--- src/rtl/ght_pkg.sv ---
// ----------------------------------------------------------------------------
// ght_pkg
// Types, codes and helpers shared by the growing chained hash table.
// ----------------------------------------------------------------------------
package ght_pkg;

  localparam int unsigned MaxBucketBits = 5;
  localparam int unsigned MaxBucketSize = 8;
  localparam int unsigned KeyLowW       = 64;
  localparam int unsigned KeyHighW      = 56;
  localparam int unsigned ValueW        = 16;
  localparam int unsigned HashW         = 16;
  localparam int unsigned KeyBytes      = 15;
  localparam int unsigned CfgIdxW       = 1;
  localparam int unsigned CfgDataW      = 4;
  localparam int unsigned InitBitsW     = 3;
  localparam int unsigned SizeRawW      = 4;

  localparam logic [CfgIdxW-1:0] CfgInitBits   = 1'b0;
  localparam logic [CfgIdxW-1:0] CfgBucketSize = 1'b1;

  localparam logic [InitBitsW-1:0] InitBitsRst = 3'd3;
  localparam logic [SizeRawW-1:0]  SizeRawRst  = 4'd8;

  localparam logic ReqLookup = 1'b0;
  localparam logic ReqInsert = 1'b1;

  typedef enum logic [1:0] {
    StOk       = 2'd0,
    StNotFound = 2'd1,
    StFull     = 2'd2
  } status_e;

  typedef struct packed {
    logic                     req_type;
    logic [KeyLowW-1:0]       key_low;
    logic [KeyHighW-1:0]      key_high;
    logic signed [ValueW-1:0] value;
  } req_t;

  typedef struct packed {
    status_e                  status;
    logic signed [ValueW-1:0] result_value;
  } rsp_t;

  typedef struct packed {
    logic                     req_type;
    logic [KeyLowW-1:0]       key_low;
    logic [KeyHighW-1:0]      key_high;
    logic signed [ValueW-1:0] value;
    logic [HashW-1:0]         hash;
  } work_t;

  typedef enum logic [1:0] {
    FeIdle,
    FeHash,
    FePush
  } fe_state_e;

  typedef enum logic [2:0] {
    BeIdle,
    BeLkRd,
    BeLkChk,
    BeInsChk,
    BeGrBkt,
    BeGrWr,
    BeIns
  } be_state_e;

  function automatic logic [HashW-1:0] hash_step(logic [HashW-1:0] h, logic [7:0] b);
    logic [HashW-1:0] s;
    s = h + {8'd0, b};
    return (s << 5) - s;
  endfunction

endpackage

--- src/rtl/ght_front.sv ---
// ----------------------------------------------------------------------------
// ght_front
// Accepts requests, clears key bytes after the terminator and hashes the
// key one byte per cycle before handing the item to the queue.
// ----------------------------------------------------------------------------
module ght_front import ght_pkg::*; (
  input  logic  clk_i,
  input  logic  rst_ni,
  input  logic  in_valid_i,
  output logic  in_ready_o,
  input  req_t  in_data_i,
  output logic  push_o,
  input  logic  full_i,
  output work_t work_o
);

  fe_state_e state_q, state_d;
  work_t     work_q, work_d;
  logic [3:0] cnt_q, cnt_d;
  logic [8*KeyBytes-1:0] key_in, key_norm, key_cur;
  logic [7:0] cur_byte;
  logic       seen_zero;

  always_comb begin
    key_in    = {in_data_i.key_high, in_data_i.key_low};
    key_norm  = key_in;
    seen_zero = 1'b0;
    for (int i = 0; i < KeyBytes; i++) begin
      if (key_in[8*i +: 8] == 8'd0) begin
        seen_zero = 1'b1;
      end
      if (seen_zero) begin
        key_norm[8*i +: 8] = 8'd0;
      end
    end
  end

  assign key_cur  = {work_q.key_high, work_q.key_low};
  assign cur_byte = key_cur[8*cnt_q +: 8];

  always_comb begin
    state_d    = state_q;
    work_d     = work_q;
    cnt_d      = cnt_q;
    in_ready_o = 1'b0;
    push_o     = 1'b0;
    case (state_q)
      FeIdle: begin
        in_ready_o = 1'b1;
        if (in_valid_i) begin
          work_d.req_type = in_data_i.req_type;
          work_d.key_low  = key_norm[KeyLowW-1:0];
          work_d.key_high = key_norm[8*KeyBytes-1:KeyLowW];
          work_d.value    = in_data_i.value;
          work_d.hash     = '0;
          cnt_d           = '0;
          state_d         = FeHash;
        end
      end
      FeHash: begin
        if (cur_byte == 8'd0) begin
          state_d = FePush;
        end else begin
          work_d.hash = hash_step(work_q.hash, cur_byte);
          if (cnt_q == 4'(KeyBytes - 1)) begin
            state_d = FePush;
          end else begin
            cnt_d = cnt_q + 4'd1;
          end
        end
      end
      FePush: begin
        if (!full_i) begin
          push_o  = 1'b1;
          state_d = FeIdle;
        end
      end
      default: state_d = FeIdle;
    endcase
  end

  always_ff @(posedge clk_i or negedge rst_ni) begin
    if (!rst_ni) begin
      state_q <= FeIdle;
      cnt_q   <= '0;
    end else begin
      state_q <= state_d;
      cnt_q   <= cnt_d;
    end
  end

  always_ff @(posedge clk_i) begin
    work_q <= work_d;
  end

  assign work_o = work_q;

endmodule

--- config.mk ---
export PLATFORM = sky130hd
export DESIGN_NAME = ght_front
export DESIGN_NICKNAME = d
export VERILOG_FILES = /design/src/rtl/ght_pkg.sv /design/src/rtl/ght_front.sv
export SDC_FILE = /design/constraint.sdc
export NUM_CORES = 1
export LEC_CHECK = 0
export BUFFER_PORTS_ARGS = -buffer_cell sky130_fd_sc_hd__buf_2
export CORE_MARGIN = 2
export CORE_UTILIZATION = 45
export CTS_BUF_LIST = sky130_fd_sc_hd__clkbuf_4 sky130_fd_sc_hd__clkbuf_8
export DETAILED_ROUTE_END_ITERATION = 10
export PLACE_DENSITY = 0.73
export REMOVE_ABC_BUFFERS = 1
export SLEW_MARGIN = 40
export SYNTH_ARGS = -nofsm -noshare
export SYNTH_HDL_FRONTEND = slang
export SYNTH_SLANG_ARGS = --single-unit
--- constraint.sdc ---
create_clock -name clk_i -period 6.5 [get_ports clk_i]
set_input_delay 0.65 -clock clk_i [delete_from_list [all_inputs] [get_ports clk_i]]
set_output_delay 0.65 -clock clk_i [all_outputs]
set_load 0.05 [all_outputs]
==> run_results.csv, run 1 <==
group,metric,value,unit
status,status,"finished, violations left",
status,violations,"DRC",
synth,synth_edf_count,153,
clock_network,path_clk_slew,110,ps
grt,track_usage,0.2533,
timing,period_needed,5656,ps
synth,synth-seq-cells,159,
synth,syn_area,0.008344,sq mm
synth,synth_cells,637,
setup_path,crit_chain,"buf_4, mux4_2, mux2i_1, mux2i_1, ha_1, a21o_1, and3_1, or3_1, xor2_1, inv_1, ha_1, nand3_1, a221oi_2, o31ai_1, a211oi_1, o31ai_1, a211oi_1, o21a_1, nor3_1",
run,drv_cap,0,
finish,num_antenna_cells,0,
timing,fmax,176.8,MHz
detailed_routing,drt_iter0_drc,416,
synth,yosysMostFrequentCell,"edfxtp_1",
clock_network,worstSkewPairLatency,460,ps
floorplan,ioPinCount,296,
detailed_routing,routed_wl,24910,um
detailed_routing,viasPerCell,5.532,
grt,grt_pass1_vias,6454,
detailed_routing,vias,6467,
clock_network,h-tree-depth,4,
floorplan,die_h,140.2,um
detailed_routing,antenna_left,0,
finish,drive_gt1_frac,0.3968,
detailed_routing,drtPass1Iterations,10,
clock_network,cts-root-buf,"clkbuf_8",
timing,fin_skew,21.54,ps
timing,tightest_slew,735.9,ps
synth,synth_seq_area_share,0.5686,
floorplan,die_area,0.01965,sq mm
setup_path,endpoint_kind,"flop",
clock_network,clock_sinks,159,
setup_path,cp_data_required_time,6690,ps
timing,setup_viol,0,
setup_path,start_kind,"flop",
synth,avgSynthCellArea,13.10,sq um
setup_path,cpPeakStageDelay,830,ps
floorplan,start_util,0.4614,
timing,slew_viol_final,0,
synth,yosysWarnings,0,
detailed_routing,drc,6,
floorplan,fp.dieW,140.2,um
setup_path,critPathSlowestCell,"dfrtp_2",
synth,yosys.area.top_type_share,0.5506,
setup_path,cp_data_arrival_time,5850,ps
synth,ys_top_cells_by_area,"edfxtp_1, and2_1, mux4_2",
floorplan,rows,49,
finish,final_core_util,0.5766,
clock_network,clockBufferDepth,2,
synth,synth_cell_type_count,66,
detailed_routing,wl_per_cell,21.31,um
setup_path,crit_fanout,26,
finish,areaGrowthSynthToFinish,24.98,%
finish,final_nets,1086,
timing,final_hold_viol_count,0,
floorplan,coreArea,0.01809,sq mm
timing,tns,0,ps
synth,synth_ff_type,"edfxtp_1",
clock_network,numCtsBuffers,17,
grt,antenna_found_initial,1,
placed_design,io_buffers,295,
timing,rsz0062_at_grt,"no",
timing,fin_crit_sh,0.8702,
clock_network,cts_tree,"built",
synth,yosys-top-cells-count,"edfxtp_1, and2_1, and3_1, nor2_1, nor4_1",
worst_hold_path,hp-class,"input pin to flop",
grt,overflow,0,
placed_design,place.gp.congestion,0.8876,
placed_design,dp_hpwl,19760,um
timing,relSlewSlack,0.5094,
grt,grt_pass1_wl,37320,um
synth,async_reset_ff_frac,0.03774,
synth,yosys.area.top_type,"edfxtp_1",
setup_path,crit_type,"flop to flop",
grt,grt_max_degree,67,
[final timing paths]
path | slack, ps | cells past startpoint | endpoint | startpoint
setup / recovery | 840 | 19 | work_o[14] | cnt_q[0]
hold / removal | 350 | 1 | work_o[16] | in_data_i[0]
min in group asynchronous | 550 | 2 | state_q[0] | rst_ni
max in group asynchronous | 5780 | 2 | cnt_q[0] | rst_ni
setup reg to reg | 840 | 19 | work_o[14] | cnt_q[0]
hold reg to reg | 590 | 1 | state_q[1] | state_q[1]
[stage by stage]
step	cells	instance area (sq um)	setup WS, ps	hold slack [ps]
floorplan	606	8187	906.1	354.4
global placement	1136	10000	981.5	483.2
detailed placement	1136	10010	862.7	488.9
CTS	1169	10420	842.2	319.7
global route	1169	10430	404.5	318.3
finish	1169	10430	844.0	349.9
[state kept, by name, indices dropped and copies added, names as in the netlist]
| register | cells |
|---|---|
| work_o | 153 |
| cnt_q | 4 |
| state_q | 2 |
[critical path, delay by kind of cell (launching register included)]
| family | cells | cell delay [ps] |
|---|---|---|
| AO/OA/AOI/OAI | 7 | 1540 |
| multiplexers | 3 | 990 |
| flip-flops | 1 | 830 |
| adder cells (fa/ha/maj) | 2 | 670 |
| AND/OR/NAND/NOR | 4 | 610 |
| buffers and inverters | 2 | 420 |
| XOR/XNOR | 1 | 350 |
[cells in the final DEF, fill, tap and decap left out, types with 3 or more instances in the layout]
master	n
buf_2	295
edfxtp_1	153
and2_1	85
and3_1	37
nor2_1	32
nor4_1	28
mux2i_1	22
nand2_1	19
xnor2_1	19
mux4_2	17
ha_1	17
clkbuf_8	17
inv_1	14
a21oi_1	14
nor2b_1	12
xor2_1	9
o21ai_1	8
a21o_1	7
mux4_1	7
nor3_1	7
o211ai_1	6
o2bb2ai_1	6
a211oi_1	6
nand3_1	6
inv_6	6
o21ai_0	5
dfrtp_1	5
buf_4	5
or4_1	4
clkinv_8	4
a41oi_1	3
o21a_1	3
or3_1	3
o31ai_1	3
inv_8	3
[cells by family (layout without fill, tap and decap cells)]
kind of cell,after synthesis,count (layout),share of synthesized area
xor gates and xnor gates,28,28,0.02939
muxes,49,49,0.09882
AOI/OAI and AO/OA,88,88,0.07768
buffers and inverters,47,350,0.02609
adders and majority gates,20,20,0.03029
DFF,159,159,0.5686
and+or+nand+nor,246,246,0.1691
[layout make-up]
cell class / count / area, sq um
inverters: 16 / 60.06
flip-flops and latches: 159 / 4746
clock buffers: 17 / 234.0
fillers: 1506 / 7657
well taps: 229 / 286.5
clock inverters: 15 / 167.7
repair buffers: 302 / 1535
multi-input cells: 431 / 3400
[routing by layer]
metal  global-route usage  up-vias  routed length [um]
met1               0.3013     3094                9402
met4              0.08985        2                 653
met2               0.4412      296               12930
met5                    0        -                  11
li1                     -     3033                   -
met3              0.07214       42                1909
[repair_timing]
| item | CTS | global route |
|---|---|---|
| hold endpoints to repair | 6 | 0 |
| hold buffers | 1 | 0 |
| gates resized for setup | 0 | 0 |
| setup buffers | 0 | 0 |
Power of run 1 is left out: the tool's default activity adds up to more than one toggle a clock period on the data nets, which glitch-free logic cannot reach.
==> inputs of run 2 (changes only) <==
--- a/config.mk
+++ b/config.mk
@@ -10,6 +10,7 @@
 export CORE_UTILIZATION = 45
 export CTS_BUF_LIST = sky130_fd_sc_hd__clkbuf_4 sky130_fd_sc_hd__clkbuf_8
 export DETAILED_ROUTE_END_ITERATION = 10
+export MAX_ROUTING_LAYER = met4
 export PLACE_DENSITY = 0.73
 export REMOVE_ABC_BUFFERS = 1
 export SLEW_MARGIN = 40
==> run 2 against run 1 <==
The run still ends with DRC left. Clock skew fell by 1.6 ps. Wire length shrank 0.92%. Global-route usage increased by 0.52 points. First-iteration DRC count increased by 9.9%. Utilization is 0.53 points higher. Worst setup slack improved by 280 ps. Register-to-register slack improved by 280 ps. Fmax is 5.1% higher. Critical path depth fell by 1. Final cell count grew 0.34%.
==> run_results.csv, run 2 (synthesized netlist as in run 1, its figures left out) <==
group,metric,value,unit
setup_path,r2r-start,"cnt_q[0]",
floorplan,die_h,140.2,um
setup_path,r2r-end,"work_o[13]",
timing,tightest_slew,710.7,ps
timing,setup_viol,0,
clock_network,cts_tree,"built",
grt,grt_pass1_wl,36950,um
finish,seq_area,0.004746,sq mm
worst_hold_path,worstHoldEndpoint,"work_o[22]",
status,violations,"DRC",
clock_network,path_clk_slew,110,ps
placed_design,io_buffers,295,
clock_network,clockBufferDepth,2,
timing,final_hold_viol_count,0,
worst_hold_path,holdPathStages,1,
floorplan,rows,49,
floorplan,die_area,0.01965,sq mm
finish,final_nets,1090,
timing,relSlewSlack,0.5262,
setup_path,crit_fanout,18,
finish,drive_gt1_frac,0.3983,
floorplan,fp.dieW,140.2,um
grt,grt_pass1_vias,6336,
clock_network,hold_buffers,1,
clock_network,worstSkewPairLatency,470,ps
setup_path,cp_data_arrival_time,5570,ps
detailed_routing,routed_wl,24680,um
detailed_routing,drt_iter0_drc,457,
detailed_routing,vias,6441,
detailed_routing,antenna_left,0,
placed_design,place.gp.congestion,0.8949,
grt,overflow,0,
finish,multiInputGateArea,0.003396,sq mm
detailed_routing,drc,6,
setup_path,cpPeakStageDelay,560,ps
timing,fin_crit_sh,0.8276,
finish,num_antenna_cells,0,
setup_path,crit_type,"flop to flop",
grt,antenna_found_initial,0,
clock_network,h-tree-depth,4,
setup_path,r2r_slack,1120,ps
timing,rsz0062_at_grt,"no",
timing,period_needed,5379,ps
detailed_routing,viasPerCell,5.491,
detailed_routing,drtPass1Iterations,8,
clock_network,cts.repair.resized,0,
setup_path,endpoint_kind,"flop",
grt,track_usage,0.2585,
setup_path,cp_top_family,"compound AO/OA/AOI/OAI gates",
floorplan,coreArea,0.01809,sq mm
floorplan,ioPinCount,296,
clock_network,cts-root-buf,"clkbuf_8",
setup_path,critPathSlowestCell,"dfrtp_2",
detailed_routing,wl_per_cell,21.04,um
timing,fmax,185.9,MHz
timing,slew_viol_final,0,
setup_path,start_kind,"flop",
finish,largest_register_ffs,153,
setup_path,critPathBufInv,2,
timing,fin_skew,19.94,ps
worst_hold_path,min_from,"in_data_i[6]",
floorplan,start_util,0.4614,
timing,tns,0,ps
clock_network,numCtsBuffers,17,
clock_network,post_cts_buffers,0,
finish,areaGrowthSynthToFinish,26.14,%
worst_hold_path,hp-class,"input pin to flop",
setup_path,r2r_cells,18,
clock_network,clock_sinks,159,
setup_path,cp_data_required_time,6690,ps
finish,fillers,1531,
status,status,"finished, violations left",
setup_path,crit_chain,"buf_16, mux4_2, nor2b_1, a211o_1, and2_1, ha_1, fa_1, a211oi_2, o211a_2, nor2_1, xnor2_1, ha_1, a21oi_1, inv_1, or4_1, a41oi_1, xnor2_1, nor2_1",
finish,final_common_cell,"buf_2",
grt,grt_max_degree,55,
run,drv_cap,0,
finish,mostFrequentLayoutCells,"buf_2, edfxtp_1, and2_1, and3_1, nor2_1",
placed_design,dp_hpwl,20000,um
## run 2: cell types whose count changed in the layout (fill, tap and decap cells not counted), sizes merged
cell      delta
buf          +4
clkinvlp     -1
clkinv       +1
## run 2: metal layers
metal  track usage  routed length (um)  vias to the layer above
li1              -                   -                     3036
met1        0.3152                9956                     3125
met2        0.4438               12860                      263
met3       0.05470                1598                       17
met4       0.06114                 263                        0
met5             -                   0                        -
## run 2: final cells by class
| class | count | share of cell area |
|---|---|---|
| clock buffer | 17 | 0.02223 |
| timing repair buffer | 306 | 0.1524 |
| sequential | 159 | 0.4509 |
| multi-input combinational | 431 | 0.3226 |
| clock inverter | 15 | 0.01890 |
| tap | 229 | 0.02722 |
| inverter | 16 | 0.005706 |
## run 2: metrics by stage
step                utilization  hold WS [ps]  worst slack (ps)  std cells  instance area (sq um)
finish                   0.5819         345.4              1121       1173                  10530
floorplan                     -         354.4             906.1        606                   8187
global placement         0.5530         484.9             987.6       1136                  10000
CTS                      0.5800         317.9             877.6       1172                  10490
global route             0.5819         309.2             737.1       1173                  10530
detailed placement       0.5555         482.9             919.3       1139                  10050
## run 2: worst max path at each step
stage,end,slack (ps),startpoint,cells past startpoint
after floorplan,work_o[13],910,cnt_q[0],17
after global placement,work_o[13],990,cnt_q[0],17
after detailed placement,work_o[13],920,cnt_q[0],17
after CTS,work_o[13],880,cnt_q[0],17
after global routing,work_o[13],740,cnt_q[0],18
final,work_o[13],1120,cnt_q[0],18
Power of run 2 is left out for the same reason.
