## src/rtl/ght_pkg.sv

```systemverilog
// ----------------------------------------------------------------------------
// ght_pkg
// Types, codes and helpers shared by the growing chained hash table.
// ----------------------------------------------------------------------------
package ght_pkg;

  localparam int unsigned MaxBucketBits = 5;
  localparam int unsigned MaxBucketSize = 8;
  localparam int unsigned KeyLowW       = 64;
  localparam int unsigned KeyHighW      = 56;
  localparam int unsigned ValueW        = 16;
  localparam int unsigned HashW         = 16;
  localparam int unsigned KeyBytes      = 15;
  localparam int unsigned CfgIdxW       = 1;
  localparam int unsigned CfgDataW      = 4;
  localparam int unsigned InitBitsW     = 3;
  localparam int unsigned SizeRawW      = 4;

  localparam logic [CfgIdxW-1:0] CfgInitBits   = 1'b0;
  localparam logic [CfgIdxW-1:0] CfgBucketSize = 1'b1;

  localparam logic [InitBitsW-1:0] InitBitsRst = 3'd3;
  localparam logic [SizeRawW-1:0]  SizeRawRst  = 4'd8;

  localparam logic ReqLookup = 1'b0;
  localparam logic ReqInsert = 1'b1;

  typedef enum logic [1:0] {
    StOk       = 2'd0,
    StNotFound = 2'd1,
    StFull     = 2'd2
  } status_e;

  typedef struct packed {
    logic                     req_type;
    logic [KeyLowW-1:0]       key_low;
    logic [KeyHighW-1:0]      key_high;
    logic signed [ValueW-1:0] value;
  } req_t;

  typedef struct packed {
    status_e                  status;
    logic signed [ValueW-1:0] result_value;
  } rsp_t;

  typedef struct packed {
    logic                     req_type;
    logic [KeyLowW-1:0]       key_low;
    logic [KeyHighW-1:0]      key_high;
    logic signed [ValueW-1:0] value;
    logic [HashW-1:0]         hash;
  } work_t;

  typedef enum logic [1:0] {
    FeIdle,
    FeHash,
    FePush
  } fe_state_e;

  typedef enum logic [2:0] {
    BeIdle,
    BeLkRd,
    BeLkChk,
    BeInsChk,
    BeGrBkt,
    BeGrWr,
    BeIns
  } be_state_e;

  function automatic logic [HashW-1:0] hash_step(logic [HashW-1:0] h, logic [7:0] b);
    logic [HashW-1:0] s;
    s = h + {8'd0, b};
    return (s << 5) - s;
  endfunction

endpackage

```

## src/rtl/ght_fifo.sv

```systemverilog
// ----------------------------------------------------------------------------
// ght_fifo
// Two-entry queue between the front and the back.
// ----------------------------------------------------------------------------
module ght_fifo import ght_pkg::*; (
  input  logic  clk_i,
  input  logic  rst_ni,
  input  logic  push_i,
  input  work_t wdata_i,
  output logic  full_o,
  input  logic  pop_i,
  output logic  empty_o,
  output work_t rdata_o
);

  work_t      mem_q [2];
  logic       wr_ptr_q, rd_ptr_q;
  logic [1:0] cnt_q;

  assign full_o  = cnt_q == 2'd2;
  assign empty_o = cnt_q == 2'd0;
  assign rdata_o = mem_q[rd_ptr_q];

  always_ff @(posedge clk_i or negedge rst_ni) begin
    if (!rst_ni) begin
      wr_ptr_q <= 1'b0;
      rd_ptr_q <= 1'b0;
      cnt_q    <= '0;
    end else begin
      if (push_i) begin
        wr_ptr_q <= ~wr_ptr_q;
      end
      if (pop_i) begin
        rd_ptr_q <= ~rd_ptr_q;
      end
      cnt_q <= cnt_q + 2'(push_i) - 2'(pop_i);
    end
  end

  always_ff @(posedge clk_i) begin
    if (push_i) begin
      mem_q[wr_ptr_q] <= wdata_i;
    end
  end

endmodule

```

## config.mk

```make
export PLATFORM = sky130hd
export DESIGN_NAME = ght_fifo
export DESIGN_NICKNAME = d
export VERILOG_FILES = /design/src/rtl/ght_pkg.sv /design/src/rtl/ght_fifo.sv
export SDC_FILE = /design/constraint.sdc
export NUM_CORES = 1
export LEC_CHECK = 0
export BUFFER_PORTS_ARGS = -buffer_cell sky130_fd_sc_hd__buf_2
export CAP_MARGIN = 20
export CELL_PAD_IN_SITES_DETAIL_PLACEMENT = 1
export CELL_PAD_IN_SITES_GLOBAL_PLACEMENT = 1
export CORE_MARGIN = 4
export CORE_UTILIZATION = 46
export CTS_BUF_LIST = sky130_fd_sc_hd__clkbuf_4
export CTS_CLUSTER_DIAMETER = 40
export DETAILED_ROUTE_END_ITERATION = 10
export PLACE_DENSITY_LB_ADDON = 0.15
export SYNTH_ARGS = -nofsm -noshare
export SYNTH_HDL_FRONTEND = slang
export SYNTH_SLANG_ARGS = --single-unit
export TNS_END_PERCENT = 20
```

## constraint.sdc

```tcl
create_clock -name clk_i -period 10.9 [get_ports clk_i]
set_input_delay 0.545 -clock clk_i [delete_from_list [all_inputs] [get_ports clk_i]]
set_output_delay 0.545 -clock clk_i [all_outputs]
set_load 0.01 [all_outputs]
```

==> results.yml, run 1 <==
synth:
  seq_area_frac_synth_pct: 81.0
  synth_area_sq_um: 11500
  synth_seq_cells: 310
  ys_types: 13
  synth_area_leaders: "edfxtp_1 80%, mux2_2 9.1%, mux2_4 7.9%"
  synth_top_area_share_pct: 80.1
  avgSynthCellArea_sq_um: 23.4
  syn-instance-count: 491
  synth_top_cell_by_area: "edfxtp_1"
  synthesis.nets: 650
  yosys_warnings: 0
power_and_ir_drop:
  p_seq_share_pct: 44.5
  pwr-share-clk_pct: 26.2
  power.switching_mw: 1.10
  power.combinational.fraction_pct: 29.3
  ir_drop_mv: 0.136
  p_int_mw: 2.66
  p_leak_nw: 5.89
  p_per_area_nw_per_um2: 254
  switching_share_pct: 29.3
clocking:
  clock-sinks: 310
  htree_levels: 3
  clk_path_buf_depth: 3
  post_cts.repair.setup_buffers: 0
  insertion_delay_ns: 0.66
  cts_buffers: 82
  root_buffer: "clkbuf_4"
  clk_pin_slew_ns: 0.07
  cts_tree: "built"
setup_path:
  ff2ff_setup_slack_ns: 7.76
  cp_top_family: "buffers and inverters"
  start_kind: "flip-flop"
  worstPathArrival_ns: 3.77
  crit_path_end_kind: "output pin"
  critPathMaxFanout: 55
  path_cells: "buf_4 -> buf_4 -> mux2_2 -> buf_2"
  cp.required_ns: 10.36
  cp_slowest_cell: "buf_4"
  worstSetupPathType: "flip-flop to output pin"
  cpMostUsedCell: "buf_4"
  critPathMaxStageDelay_ns: 0.89
  cp_num_buf_inv: 3
grt:
  grt-ovfl-total: 0
  first_global_vias: 7176
  grt_pass1_wl_microns: 39800
  grt_max_degree: 81
  antenna_found_initial: 8
  grt.total_usage_pct: 18.5
detailed_routing:
  drc: 0
  dr.pass1.iters: 4
  num_vias: 6230
  drtIter0Drc: 296
  wl_microns: 26000
  vias_per_cell: 4.79
  routedWlPerCell_microns: 20.0
  antenna_left: 0
final_layout:
  nets: 1076
  finish.instance_area_sq_um: 14800
  num-fill-cells: 2277
  drive_gt1_share_pct: 62.0
  area_growth_pct: 29.3
die:
  coreArea_sq_um: 24400
  io_pins: 312
  die_x_microns: 166
  row_count: 57
  dieArea_sq_um: 27500
  die_h_microns: 166
  start_util_pct: 47.0
timing:
  final_max_slew_viol_count: 0
  rsz0062_at_grt: "false"
  fin_crit_sh_pct: 39.6
  fin_crit_ns: 4.32
  maxSlewHeadroom_pct: 28.4
  worst_pin_slew_ns: 1.07
  clock_skew_ns: 0.0300
  hold_violations: 0
  totalNegativeSetupSlack_ns: 0
  finalSetupViolCount: 0
  max_freq_ghz: 0.232
hold_path:
  min_path_type: "input pin to flip-flop"
job:
  cap_viol_max_count: 0
outcome:
  status: "completed"
placement:
  placed_cell_area_sq_um: 13300
  dp_hpwl_microns: 16900
  portBuffers: 311
  gp_congestion: 0.786
## per-stage QoR
stage                     power (mW)  std cells  hold WS (ns)  util, %  setup WS [ns]
after floorplan                 2.44        491         0.249        -           3.05
after global placement          2.77       1114         0.358     54.7           7.27
after detailed placement        2.81       1114         0.365     54.7           7.21
after CTS                       3.82       1295     0.0000585     60.6           6.45
after global routing            3.98       1299      0.000269     60.8           6.32
final                           3.76       1300        0.0671     60.8           6.58
## layout make-up
cell class | count | area [sq um] | share of cell area [%]
diodes | 4 | 10.0 | 0.0675
clock buffers | 125 | 938 | 6.33
clock inverters | 14 | 82.6 | 0.557
inverters | 2 | 7.51 | 0.0506
multi-input cells | 162 | 2050 | 13.8
flip-flops and latches | 310 | 9290 | 62.7
well taps | 324 | 405 | 2.73
repair buffers | 359 | 2040 | 13.8
## power groups by stage
| stage | registers, mW | clock network (mW) | logic [mW] |
|---|---|---|---|
| floorplan | 1.69 | 0 | 0.747 |
| global placement | 1.68 | 0 | 1.08 |
| detailed placement | 1.70 | 0 | 1.10 |
| CTS | 1.68 | 1.02 | 1.12 |
| global route | 1.70 | 1.10 | 1.18 |
| finish | 1.67 | 0.985 | 1.10 |
## state kept, by name, indices dropped and copies added (netlist names)
| register | count |
|---|---|
| mem_q | 306 |
| cnt_q | 2 |
| rd_ptr_q | 1 |
| wr_ptr_q | 1 |
## cell usage in the layout, fill, tap and decap left out, types with 2 or more instances in the layout
cell type and instances:
buf_2 311, clkbuf_4 125, clkinv_1 9, dlygate4sd3_1 42
dfrtp_1 3, edfxtp_1 306, buf_4 5, mux2_4 60
ha_1 2, inv_1 2, diode_2 4, mux2_2 93
inv_2 3, xor2_1 2
## worst paths after layout
| check | from | endpoint | cells after the start |
|---|---|---|---|
| min reg2reg | wr_ptr_q$_DFFE_PN0P_ | wr_ptr_q$_DFFE_PN0P_ | 1 |
| min | wdata_i[74] | mem_q[1][74]$_DFFE_PP_ | 1 |
| max in group asynchronous | rst_ni | rd_ptr_q$_DFFE_PN0P_ | 2 |
| max reg2reg | wr_ptr_q$_DFFE_PN0P_ | mem_q[0][92]$_DFFE_PP_ | 3 |
| max | rd_ptr_q$_DFFE_PN0P_ | rdata_o[1] | 4 |
| min in group asynchronous | rst_ni | rd_ptr_q$_DFFE_PN0P_ | 2 |
## layer usage
layer  global-route usage [%]  vias to the layer above  wire, microns
li1                         -                     2860              -
met1                     20.6                     3042           9690
met2                     31.3                      276          13500
met3                     8.21                       44           2260
met4                     6.96                        8            520
met5                        0                        -             43
## worst reg2reg max path: stages, from the launching register on
cell	delay, ns
dfrtp_1	0.43
nor2b_4	0.48
buf_4	0.75
buf_4	0.97
## synthesized netlist by cell type, drive strengths merged
master / n
and2: 1
inv: 2
dfrtp: 4
mux2: 153
ha: 2
nor2b: 2
xor3: 1
edfxtp: 306
nor2: 1
buf: 17
xor2: 2
## cell families after synthesis
group,count (synthesis),synth area share [%]
multiplexers,153,17.0
flip-flops,310,81.0
AND/OR/NAND/NOR,4,0.196
XOR/XNOR,3,0.360
adder cells (fa/ha/maj),2,0.218
buffers and inverters,19,1.24
## what timing repair did
item	CTS	global route
hold endpoints to repair	72	0
resized for setup	0	0
hold buffers	42	0
No activity file was read; power rests on OpenSTA's default activity.
==> run 2: changes to the inputs <==
==> constraint.sdc (replaced) <==
create_clock -name clk_i -period 4.3 [get_ports clk_i]
set_input_delay 0.215 -clock clk_i [delete_from_list [all_inputs] [get_ports clk_i]]
set_output_delay 0.215 -clock clk_i [all_outputs]
set_load 0.01 [all_outputs]
==> run 2 against run 1 <==
Sequential power grew to 2.6 times the previous value. Register-to-register slack worse by 5.7 ns. Sequential share of layout area is 4.6 points lower. Global-route usage is 2.8 points higher. Clock skew is 0.022 ns higher. Final cell count is 8.6% higher. Via count is 8.5% higher. Power grew to 2.6 times the previous value. Critical path depth is 1 lower. Die area stayed put. Largest power group unchanged.
==> results.yml, run 2 (same netlist as run 1, synthesis figures left out) <==
die:
  row_count: 57
  dieArea_sq_um: 27500
  coreArea_sq_um: 24400
  die_x_microns: 166
  die_h_microns: 166
  start_util_pct: 47.0
  io_pins: 312
power_and_ir_drop:
  total_power_mw: 9.76
  p_per_area_nw_per_um2: 610
  ir_drop_mv: 0.349
  p_leak_nw: 6.38
final_layout:
  mostFrequentLayoutCells: "311 x buf_2, 306 x edfxtp_1, 157 x dlygate4sd3_1"
  top_regs: "mem_q x306, cnt_q x2"
  num-fill-cells: 2227
  top_register: "mem_q"
  nets: 1190
  final_common_cell: "buf_2"
  largest_register_ffs: 306
  area_growth_pct: 39.5
  drive_gt1_share_pct: 54.8
  final_cells: 1412
timing:
  maxSlewHeadroom_pct: 38.6
  holdWs_ns: 0.273
  fin_crit_sh_pct: 67.2
  clock_skew_ns: 0.0519
  finalSetupViolCount: 0
  fin_crit_ns: 2.89
  final_max_slew_viol_count: 0
  hold_violations: 0
  totalNegativeSetupSlack_ns: 0
  worst_pin_slew_ns: 0.921
  max_freq_ghz: 0.346
  rsz0062_at_grt: "false"
setup_path:
  critPathMaxStageDelay_ns: 0.91
  critPathMaxFanout: 72
  cp_slowest_cell: "dfrtp_4"
  crit_path_end_kind: "output pin"
  cp_top_family: "flip-flops"
  path_cells: "buf_12 -> mux2_2 -> buf_2"
  worstPathArrival_ns: 2.67
  worstSetupPathType: "flip-flop to output pin"
  cp_num_buf_inv: 2
  cp.required_ns: 4.09
  start_kind: "flip-flop"
clocking:
  post_cts.repair.setup_buffers: 0
  clock-sinks: 310
  htree_levels: 3
  cts_tree: "built"
  insertion_delay_ns: 0.66
  clk_path_buf_depth: 3
  clk_pin_slew_ns: 0.08
  cts_buffers: 81
  root_buffer: "clkbuf_4"
detailed_routing:
  wl_microns: 29200
  drc: 0
  num_vias: 6762
  dr.pass1.iters: 4
  drtIter0Drc: 398
  antenna_left: 0
  vias_per_cell: 4.79
  routedWlPerCell_microns: 20.7
placement:
  gp_congestion: 0.754
  dp_cells: 1115
  dp_hpwl_microns: 16500
  portBuffers: 311
grt:
  grt_pass1_wl_microns: 45700
  grt-ovfl-total: 0
  antenna_found_initial: 1
  grt.total_usage_pct: 21.2
  grt_max_degree: 96
  first_global_vias: 7987
outcome:
  status: "completed"
hold_path:
  min_path_type: "input pin to flip-flop"
job:
  cap_viol_max_count: 0
## run 2: cell count changes in the layout (fill, tap and decap cells not counted), moves of 3 or more
cell,change
buf_12,+3
clkinv_1,+7
clkbuf_4,-11
dlygate4sd3_1,+115
## run 2: final cells by class
| cell class | count | area, sq um | share of cell area (%) |
|---|---|---|---|
| Tap cell | 324 | 405 | 2.53 |
| Antenna cell | 2 | 5.00 | 0.0313 |
| Clock buffer | 114 | 856 | 5.35 |
| Clock inverter | 24 | 171 | 1.07 |
| Timing Repair Buffer | 474 | 3210 | 20.1 |
| Sequential cell | 310 | 9290 | 58.1 |
| Inverter | 2 | 7.51 | 0.0469 |
| Multi-Input combinational cell | 162 | 2050 | 12.8 |
## run 2: path summary, 6_finish.rpt
path / startpoint / end / slack [ns] / depth (start not counted)
worst min-delay path: wdata_i[76] / mem_q[1][76]$_DFFE_PP_ / 0.27 / 2
worst max-delay path: rd_ptr_q$_DFFE_PN0P_ / rdata_o[144] / 1.41 / 3
worst min register to register: wr_ptr_q$_DFFE_PN0P_ / wr_ptr_q$_DFFE_PN0P_ / 0.56 / 1
min in group asynchronous: rst_ni / cnt_q[1]$_DFF_PN0_ / 0.51 / 3
worst max register to register: wr_ptr_q$_DFFE_PN0P_ / mem_q[1][123]$_DFFE_PP_ / 2.11 / 2
max in group asynchronous: rst_ni / rd_ptr_q$_DFFE_PN0P_ / 3.59 / 3
## run 2: metal layers
| metal | wire length, microns | track usage, % | vias to the layer above |
|---|---|---|---|
| li1 | - | - | 3086 |
| met1 | 10800 | 23.7 | 3338 |
| met2 | 15700 | 38.2 | 298 |
| met3 | 2170 | 7.24 | 40 |
| met4 | 569 | 6.92 | 0 |
| met5 | 0 | 0 | - |
## run 2: timing repair
| item | 4_1_cts | 5_1_grt |
|---|---|---|
| gates resized for setup | 0 | 0 |
| hold buffers | 157 | 0 |
| endpoints found under the hold margin | 314 | 0 |
## run 2: worst register-to-register path, cell delays in order (launching register included)
cell and delay (ns):
dfrtp_1 0.43, and2_4 0.78, buf_12 0.52
## run 2: through the flow
stage                     worst slack (ns)  utilization (%)  area [sq um]
final                                 1.41             65.6         16000
after global routing                  1.28             65.6         16000
after CTS                             1.34             65.6         16000
after detailed placement              2.10             54.9         13400
after global placement                2.15             54.9         13400
after floorplan                     -0.142                -         11500
## run 2: power by group
part / switching, mW / internal (mW) / leakage (nW) / total (mW)
combinational: 1.49 / 1.43 / 2.85 / 2.92
sequential: 0.254 / 4.01 / 2.92 / 4.27
clock: 1.17 / 1.40 / 0.613 / 2.57
total: 2.92 / 6.84 / 6.38 / 9.76
==> run 3: changes to the inputs <==
==> constraint.sdc (replaced) <==
create_clock -name clk_i -period 2.8 [get_ports clk_i]
set_input_delay 0.14 -clock clk_i [delete_from_list [all_inputs] [get_ports clk_i]]
set_output_delay 0.14 -clock clk_i [all_outputs]
set_load 0.01 [all_outputs]
==> run 3 against run 2 <==
Count of clock-buffer cells in the layout is 5 higher. Final cell count rose by 0.35%. Sequential share of layout area decreased by 0.10 points. Sequential cell count unchanged. Die area unchanged. Via count increased by 1.4%. Design area grew 0.18%. Global-route usage up 0.42 points. Non-clock buffer count rose by 2. Register-to-register slack got worse by 1.0 ns. Clock skew shrank 0.032 ns. Sequential power grew 50%. Critical path type unchanged. Largest cell class unchanged. Highest routed layer unchanged.
==> results.yml, run 3 (same netlist as run 1, synthesis figures left out) <==
detailed_routing:
  vias_per_cell: 4.84
  dr.pass1.iters: 4
  antenna_left: 0
  routedWlPerCell_microns: 21.0
  num_vias: 6854
  drtIter0Drc: 360
  wl_microns: 29800
  drc: 0
die:
  dieArea_sq_um: 27500
  io_pins: 312
  die_h_microns: 166
  die_x_microns: 166
  start_util_pct: 47.0
  coreArea_sq_um: 24400
  row_count: 57
setup_path:
  worstPathArrival_ns: 2.30
  start_kind: "flip-flop"
  crit_path_end_kind: "output pin"
  r2r_end: "mem_q[1][55]$_DFFE_PP_"
  worstSetupPathType: "flip-flop to output pin"
  cp-endpoint: "rdata_o[15]"
  cp.required_ns: 2.66
  critPathMaxFanout: 108
  crit-reg2reg-launch: "wr_ptr_q$_DFFE_PN0P_"
  startpoint: "rd_ptr_q$_DFFE_PN0P_"
  reg2reg_depth: 2
  ff2ff_setup_slack_ns: 1.09
placement:
  portBuffers: 311
  gp_congestion: 0.796
  dp_slack_ns: 1.08
  dp_hpwl_microns: 17100
  dp_cells: 1117
final_layout:
  top_register: "mem_q"
  top_regs: "mem_q x306, cnt_q x2"
  final_common_cell: "buf_2"
  nets: 1193
  num-fill-cells: 2245
  final_cells: 1417
  largest_register_ffs: 306
  multi_input_area_sq_um: 2050
  area_growth_pct: 39.7
  mostFrequentLayoutCells: "311 x buf_2, 306 x edfxtp_1, 157 x dlygate4sd3_1"
  drive_gt1_share_pct: 55.4
  register_area_sq_um: 9290
power_and_ir_drop:
  ir_drop_mv: 0.732
  p_leak_nw: 6.38
  total_power_mw: 14.9
  p_per_area_nw_per_um2: 933
clocking:
  post_cts.repair.setup_buffers: 0
  htree_levels: 3
  cts_tree: "built"
  clock-sinks: 310
  root_buffer: "clkbuf_4"
  cts-resized-gates: 0
  cts_hold_buf: 157
  insertion_delay_ns: 0.68
  cts_buffers: 82
  clk_pin_slew_ns: 0.07
  clk_path_buf_depth: 3
grt:
  grt-ovfl-total: 0
  grt.total_usage_pct: 21.6
  grt_max_degree: 109
  first_global_vias: 8032
  antenna_found_initial: 4
  grt_pass1_wl_microns: 45900
job:
  cap_viol_max_count: 0
timing:
  rsz0062_at_grt: "false"
  clock_skew_ns: 0.0201
  worst_pin_slew_ns: 0.774
  finalSetupViolCount: 0
  fin_ws_ns: 0.362
  max_freq_ghz: 0.410
  final_max_slew_viol_count: 0
  fin_crit_ns: 2.44
  maxSlewHeadroom_pct: 48.4
  hold_violations: 0
  fin_crit_sh_pct: 87.1
  totalNegativeSetupSlack_ns: 0
outcome:
  status: "completed"
hold_path:
  min_path_type: "input pin to flip-flop"
## run 3: metal layers
layer  part of all wire, %  GRT usage [%]  vias to the layer above
met1                    36           23.5                     3361
met3                   7.7           7.93                       66
met5                     0              0                        -
met2                    53           38.5                      330
li1                      -              -                     3097
met4                   3.1           8.61                        0
## run 3: area by class of cell
type / count / share of cell area, %
Sequential cell: 310 / 58.0
Timing Repair Buffer: 476 / 20.3
Clock inverter: 19 / 0.718
Antenna cell: 5 / 0.0781
Inverter: 2 / 0.0468
Clock buffer: 119 / 5.58
Tap cell: 324 / 2.53
Multi-Input combinational cell: 162 / 12.8
## run 3: worst max-delay path, stage by stage (launching register included)
cell	delay, ns
dfrtp_4	0.44
buf_12	0.47
mux2_2	0.44
buf_2	0.15
## run 3: report_power, final
group	switching, mW	leakage [nW]	internal (mW)	total, mW
Clock	1.83	0.594	2.03	3.87
Combinational	2.44	2.86	2.23	4.67
Sequential	0.249	2.92	6.16	6.41
Total	4.52	6.38	10.4	14.9
## run 3: per-stage QoR
stage               cell area [sq um]  utilization, %  hold WS (ns)
floorplan                       11500               -        -0.156
detailed placement              13400            55.1       -0.0488
global route                    16000            65.7         0.105
finish                          16000            65.7         0.191
global placement                13400            55.1       -0.0511
CTS                             16000            65.6         0.110
## run 3: how the worst min path moves through the flow
stage	startpoint	endpoint	slack, ns	depth (start not counted)
2_1_floorplan	rst_ni	cnt_q[0]$_DFF_PN0_	-0.16	0
3_3_place_gp	rst_ni	cnt_q[0]$_DFF_PN0_	-0.05	1
3_5_place_dp	rst_ni	cnt_q[0]$_DFF_PN0_	-0.05	1
4_1_cts	wdata_i[5]	mem_q[0][5]$_DFFE_PP_	0.11	2
5_1_grt	wdata_i[71]	mem_q[0][71]$_DFFE_PP_	0.10	2
6_report	wdata_i[135]	mem_q[0][135]$_DFFE_PP_	0.19	2
